$ cat config.mk
export PLATFORM = sky130hd
export DESIGN_NAME = ssg_draw
export DESIGN_NICKNAME = d
export VERILOG_FILES = /design/src/rtl/ssg_pkg.sv /design/src/rtl/ssg_draw.sv
export VERILOG_INCLUDE_DIRS = /design/src /design/src/rtl
export SDC_FILE = /design/constraint.sdc
export NUM_CORES = 2
export LEC_CHECK = 0
export ABC_AREA = 1
export BUFFER_PORTS_ARGS = -buffer_cell sky130_fd_sc_hd__buf_2
export CELL_PAD_IN_SITES_DETAIL_PLACEMENT = 1
export CELL_PAD_IN_SITES_GLOBAL_PLACEMENT = 1
export CORE_UTILIZATION = 50
export CTS_BUF_LIST = sky130_fd_sc_hd__clkbuf_8
export DETAILED_ROUTE_END_ITERATION = 10
export PLACE_DENSITY_LB_ADDON = 0.2
export SLEW_MARGIN = 0
export SYNTH_ARGS = -nofsm -noshare
export SYNTH_HDL_FRONTEND = slang
export SYNTH_SLANG_ARGS = --single-unit
$ cat constraint.sdc
create_clock -name i_clk -period 12.47 [get_ports i_clk]
set_input_delay 1.8705 -clock i_clk [delete_from_list [all_inputs] [get_ports i_clk]]
set_output_delay 1.8705 -clock i_clk [all_outputs]
set_load 0.05 [all_outputs]
$ cat src/rtl/slice_shift_table_generator_core_defines.svh
// Assertion macros shared by the slice shift table generator.
// Each macro is empty when SYNTHESIS is defined.
`ifndef SLICE_SHIFT_TABLE_GENERATOR_CORE_DEFINES_SVH
`define SLICE_SHIFT_TABLE_GENERATOR_CORE_DEFINES_SVH

`ifndef SYNTHESIS

// A property that must hold at every clock edge outside reset.
`define SSG_ASSERT(lbl, clk, rst_n, prop, msg) \
    lbl: assert property (@(posedge clk) disable iff (!rst_n) (prop)) else $error(msg);

// A condition that must be followed by a consequence in the next cycle.
`define SSG_ASSERT_NEXT(lbl, clk, rst_n, cond, nxt, msg) \
    lbl: assert property (@(posedge clk) disable iff (!rst_n) (cond) |=> (nxt)) else $error(msg);

`else

`define SSG_ASSERT(lbl, clk, rst_n, prop, msg)
`define SSG_ASSERT_NEXT(lbl, clk, rst_n, cond, nxt, msg)

`endif

`endif

$ cat src/rtl/ssg_pkg.sv
`default_nettype none

package ssg_pkg;

    // Configuration register indexes.
    localparam logic [1:0] REG_SEED       = 2'd0;
    localparam logic [1:0] REG_SLICE      = 2'd1;
    localparam logic [1:0] REG_SMOOTH     = 2'd2;
    localparam int         CFG_IDX_W      = 2;
    localparam int         CFG_DATA_W     = 32;

    // Hash and seed constants.
    localparam logic [31:0] HASH_MUL_A    = 32'h7feb352d;
    localparam logic [31:0] HASH_MUL_B    = 32'h846ca68b;
    localparam logic [31:0] HASH_ZERO_ALT = 32'h6d2b79f5;
    localparam logic [31:0] HASH_GOLDEN   = 32'h9e3779b9;
    localparam logic [31:0] SEED_DEFAULT  = 32'h1234abcd;

    // Clamping limits and the base run length.
    localparam logic [7:0] SLICE_MIN      = 8'd2;
    localparam logic [7:0] SLICE_MAX      = 8'd128;
    localparam logic [6:0] SMOOTH_MAX     = 7'd90;
    localparam logic [6:0] HALF_MIN       = 7'd2;
    localparam logic [7:0] RUN_BASE       = 8'd4;

    // Blend arithmetic: percentages, rounding term and the reciprocal of 100.
    localparam logic [6:0]  PCT_FULL      = 7'd100;
    localparam logic [15:0] BLEND_ROUND   = 16'd50;
    localparam logic [12:0] RECIP_100     = 13'd5243;
    localparam int          RECIP_SHIFT   = 19;

    // Remainder unit: bits retired per cycle and cycle count for 32 bits.
    localparam int MOD_STEP   = 4;
    localparam int MOD_CYCLES = 32 / MOD_STEP;
    localparam int MOD_CNT_W  = $clog2(MOD_CYCLES);

    // Request to and response from the draw unit.
    typedef struct packed {
        logic        start;
        logic [31:0] state;
        logic [7:0]  div;
    } t_draw_req;

    typedef struct packed {
        logic        done;
        logic [31:0] state;
        logic [7:0]  rem;
    } t_draw_rsp;

endpackage

`default_nettype wire

$ cat src/rtl/ssg_draw.sv
`default_nettype none

`include "slice_shift_table_generator_core_defines.svh"

module ssg_draw
    import ssg_pkg::*;
(
    input  wire logic      i_clk,
    input  wire logic      i_rst_n,
    input  wire t_draw_req i_req,
    output t_draw_rsp      o_rsp
);

    typedef enum logic [2:0] {
        D_IDLE,
        D_MIX2,
        D_MIX3,
        D_MOD
    } t_dstate;

    t_dstate               r_state;
    logic                  r_done;
    logic [31:0]           r_mix;
    logic [31:0]           r_hash;
    logic [31:0]           r_dvd;
    logic [7:0]            r_rem;
    logic [7:0]            r_div;
    logic [MOD_CNT_W-1:0]  r_cnt;

    logic [31:0] w_x;
    logic [31:0] w_y;
    logic [31:0] w_z;
    logic [7:0]  w_rem_n;
    logic [8:0]  w_t;

    // Hash folds; round one adds the increment and folds the top half down.
    always_comb begin
        w_x = i_req.state + HASH_GOLDEN;
        w_x = w_x ^ (w_x >> 16);
        w_y = r_mix ^ (r_mix >> 15);
        w_z = r_mix ^ (r_mix >> 16);
    end

    // Restoring remainder, several dividend bits per cycle from the top.
    always_comb begin
        w_rem_n = r_rem;
        w_t     = '0;
        for (int k = 0; k < MOD_STEP; k++) begin
            w_t = {w_rem_n, r_dvd[31-k]};
            if (w_t >= {1'b0, r_div}) begin
                w_t = w_t - {1'b0, r_div};
            end
            w_rem_n = w_t[7:0];
        end
    end

    // Sequencer: three hash stages, then the remainder loop.
    always_ff @(posedge i_clk) begin
        if (!i_rst_n) begin
            r_state <= D_IDLE;
            r_done  <= 1'b0;
        end else begin
            r_done <= 1'b0;
            case (r_state)
                D_IDLE: begin
                    if (i_req.start) begin
                        r_mix   <= w_x * HASH_MUL_A;
                        r_div   <= i_req.div;
                        r_state <= D_MIX2;
                    end
                end
                D_MIX2: begin
                    r_mix   <= w_y * HASH_MUL_B;
                    r_state <= D_MIX3;
                end
                D_MIX3: begin
                    r_hash  <= (w_z == 32'd0) ? HASH_ZERO_ALT : w_z;
                    r_dvd   <= (w_z == 32'd0) ? HASH_ZERO_ALT : w_z;
                    r_rem   <= '0;
                    r_cnt   <= '0;
                    r_state <= D_MOD;
                end
                D_MOD: begin
                    r_rem <= w_rem_n;
                    r_dvd <= r_dvd << MOD_STEP;
                    r_cnt <= r_cnt + 1'b1;
                    if (r_cnt == MOD_CNT_W'(MOD_CYCLES - 1)) begin
                        r_done  <= 1'b1;
                        r_state <= D_IDLE;
                    end
                end
                default: begin
                    r_state <= D_IDLE;
                end
            endcase
        end
    end

    assign o_rsp.done  = r_done;
    assign o_rsp.state = r_hash;
    assign o_rsp.rem   = r_rem;

    `SSG_ASSERT(a_div_nonzero, i_clk, i_rst_n, !(i_req.start && i_req.div == 8'd0), "draw started with a zero divisor")
    `SSG_ASSERT(a_start_idle, i_clk, i_rst_n, !i_req.start || r_state == D_IDLE, "draw started while busy")
    `SSG_ASSERT(a_rem_below, i_clk, i_rst_n, !r_done || r_rem < r_div, "remainder not below divisor")

endmodule

`default_nettype wire
==> flow_summary.yaml <==
synthesis:
  ys_ff_latch: 118
  synthesis.instances: 2861
  syn_avg_cell_area_um2: 8.78
  netlist_area_mm2: 0.0251
  seq_area_frac_synth: 0.140
  synth_cell_type_count: 55
  yosys_warnings: 0
  synth_nets: 3698
cells_and_area:
  multi_input_area_mm2: 0.0185
  finalNetCount: 3802
  layout-drive-gt1-share: 0.0651
  area_growth_syn_to_layout_pct: 7.14
  regArea_mm2: 0.00351
  fillCellCount: 5915
  postLayoutCoreUtil: 0.546
  diodes: 0
  layout_commonest_cell: "inv_1"
  final_cell_mix: "inv_1 (800), ha_1 (425), nand2_1 (424)"
run_status:
  outcome: "complete, no violations"
min_path:
  holdCritStartpoint: "r_dvd[10]$_DFFE_PP_"
  min_to: "r_dvd[14]$_DFFE_PP_"
  hold_path.class: "register to register"
  whs_path_depth: 2
routing:
  wl_per_cell_um: 21.5
  viasPerCell: 5.32
  wl_um: 78200
  drtIter0Drc: 880
  drc: 0
  vias: 19400
  ant_nets: 0
  drt_pass1_iterations: 5
worst_setup_path:
  ff2ff_path_depth: 47
  critPathCaptureType: "register"
  cpMaxStageDelayCell: "xnor2_1"
  arrival_ns: 10.49
  max_stage_delay_ns: 0.61
  startpoint_type: "primary input"
  critical_path.max_fanout: 9
  regToRegStartpoint: "r_div[1]$_DFFE_PP_"
  crit_family: "adder cells"
  cp.required_ns: 12.66
  path_common_cell: "nand2_1"
  critical_path_class: "primary input to register"
  r2r_end: "r_rem[0]$_SDFFCE_PN0P_"
  r2r_setup_slack_ns: 4.52
  path_buf_inv: 10
cts:
  clock-sinks: 118
  htree_num_levels: 4
  ctsResizeCount: 0
  cts_root_buf: "clkbuf_8"
  hold_buffers: 0
  clock_latency_ns: 0.45
  cts_buffer_depth: 2
  clkSlewWorstSetupHoldPaths_ns: 0.09
  post-cts-setup-buffer-count: 0
  tritoncts: "yes"
  cts-buffers-inserted: 17
place:
  numPortBuffers: 83
  dp_hpwl_um: 68200
  gp_congestion: 0.908
  dp_slack_ns: 1.81
timing:
  slew_viol_final: 0
  finalSetupViolations: 0
  worst_pin_slew_ns: 1.17
  fin_crit_sh: 0.826
  relSlewSlack: 0.215
  period_minus_slack_ns: 10.30
  holdWs_ns: 0.516
  hold_viol: 0
  fin_skew_ns: 0.0220
  grt_setup_unrepaired: "false"
  worst_slack_ns: 2.17
  fin_setup_tns_ns: 0
  fmax_mhz: 97.1
grt:
  grt_max_degree: 44
  grt_pass1_vias: 22300
  grt_usage: 0.321
  grt_pass1_wl_um: 123000
  grt-ovfl-total: 0
  antenna_found_initial: 0
floorplan:
  initial_core_util: 0.510
  core-area_mm2: 0.0493
  ios: 84
  rows: 81
  die_h_um: 226
  dieArea_mm2: 0.0511
  die_w_um: 226
job:
  cap_violations: 0
## metrics by stage
step	instances	cell area (µm²)
floorplan	2861	25100
global placement	3610	26500
detailed placement	3610	26500
CTS	3642	26900
global route	3642	26900
finish	3642	26900
## routing by layer
metal  up-vias  global-route usage  part of all wire
met5         -                   0                 0
met4         0               0.122             0.039
met3       159              0.0282             0.033
met2       418               0.582              0.51
met1      9781               0.393              0.42
li1       9027                   -                 -
## layout make-up
cell class	instances	share of cell area
Inverter	808	0.113
Multi-Input combinational cell	1906	0.686
Timing Repair Buffer	114	0.0241
Sequential cell	118	0.131
Clock buffer	17	0.00869
Tap cell	664	0.0309
Clock inverter	15	0.00669
## sequential cells by signal (all words and copies together), names as in the netlist
signal   count
r_dvd       32
r_rem        8
r_hash      32
r_div        8
r_cnt        3
r_state      2
r_done       1
r_mix       32
## synth_stat cells, drive strengths merged
| library cell | number | share of area |
|---|---|---|
| o21ai | 87 | 0.017 |
| a221o | 1 | 0.00040 |
| nor4 | 5 | 0.0012 |
| o311ai | 1 | 0.00035 |
| a21boi | 2 | 0.00060 |
| a221oi | 1 | 0.00035 |
| nand2 | 432 | 0.066 |
| inv | 807 | 0.12 |
| fa | 369 | 0.29 |
| and3 | 3 | 0.00075 |
| nor2 | 118 | 0.019 |
| a21o | 6 | 0.0018 |
| and2 | 2 | 0.00050 |
| o21a | 1 | 0.00030 |
| or2 | 11 | 0.0027 |
| nand4 | 19 | 0.0047 |
| a21oi | 131 | 0.027 |
| clkbuf | 24 | 0.0036 |
| nand3b | 7 | 0.0021 |
| a211oi | 4 | 0.0012 |
| a31oi | 16 | 0.0042 |
| a31o | 1 | 0.00035 |
| nor3 | 22 | 0.0044 |
| o21bai | 7 | 0.0021 |
| xnor2 | 59 | 0.021 |
| o221ai | 3 | 0.0010 |
| buf | 5 | 0.0015 |
| clkinv | 1 | 0.00015 |
| o211ai | 5 | 0.0021 |
| dfxtp | 3 | 0.0024 |
| xor2 | 85 | 0.030 |
| o31ai | 3 | 0.00090 |
| nand3 | 77 | 0.016 |
| o22ai | 2 | 0.00050 |
| ha | 425 | 0.21 |
| nor3b | 1 | 0.00075 |
| edfxtp | 115 | 0.14 |
## worst reg2reg max path: cells and delay by family (launching register included)
kind / cells / cell delay, ns
AOI/OAI and AO/OA: 12 / 2.42
buffers and inverters: 5 / 0.61
DFF: 1 / 0.38
and+or+nand+nor: 26 / 2.85
adders and majority gates: 4 / 1.46
## worst max path at each step
stage	to	slack, ns	startpoint	cells after the start
2_1_floorplan	r_mix[31]$_DFFE_PP_	2.85	i_req[8]	40
3_3_place_gp	r_mix[30]$_DFFE_PP_	1.89	i_req[8]	37
3_5_place_dp	r_mix[30]$_DFFE_PP_	1.81	i_req[8]	37
4_1_cts	r_mix[30]$_DFFE_PP_	2.27	i_req[8]	37
5_1_grt	r_mix[31]$_DFFE_PP_	1.72	i_req[12]	42
6_report	r_mix[30]$_DFFE_PP_	2.17	i_req[8]	37
## kinds of logic after synthesis
kind of cell | Yosys count | share of synthesized area
flops | 118 | 0.140
simple gates | 697 | 0.117
compound gates | 271 | 0.0611
buf+inv | 837 | 0.126
fa+ha+maj | 794 | 0.506
xor+xnor | 144 | 0.0502
Power is left out: the tool's default activity adds up to more than one toggle a clock period on the data nets, which glitch-free logic cannot reach.
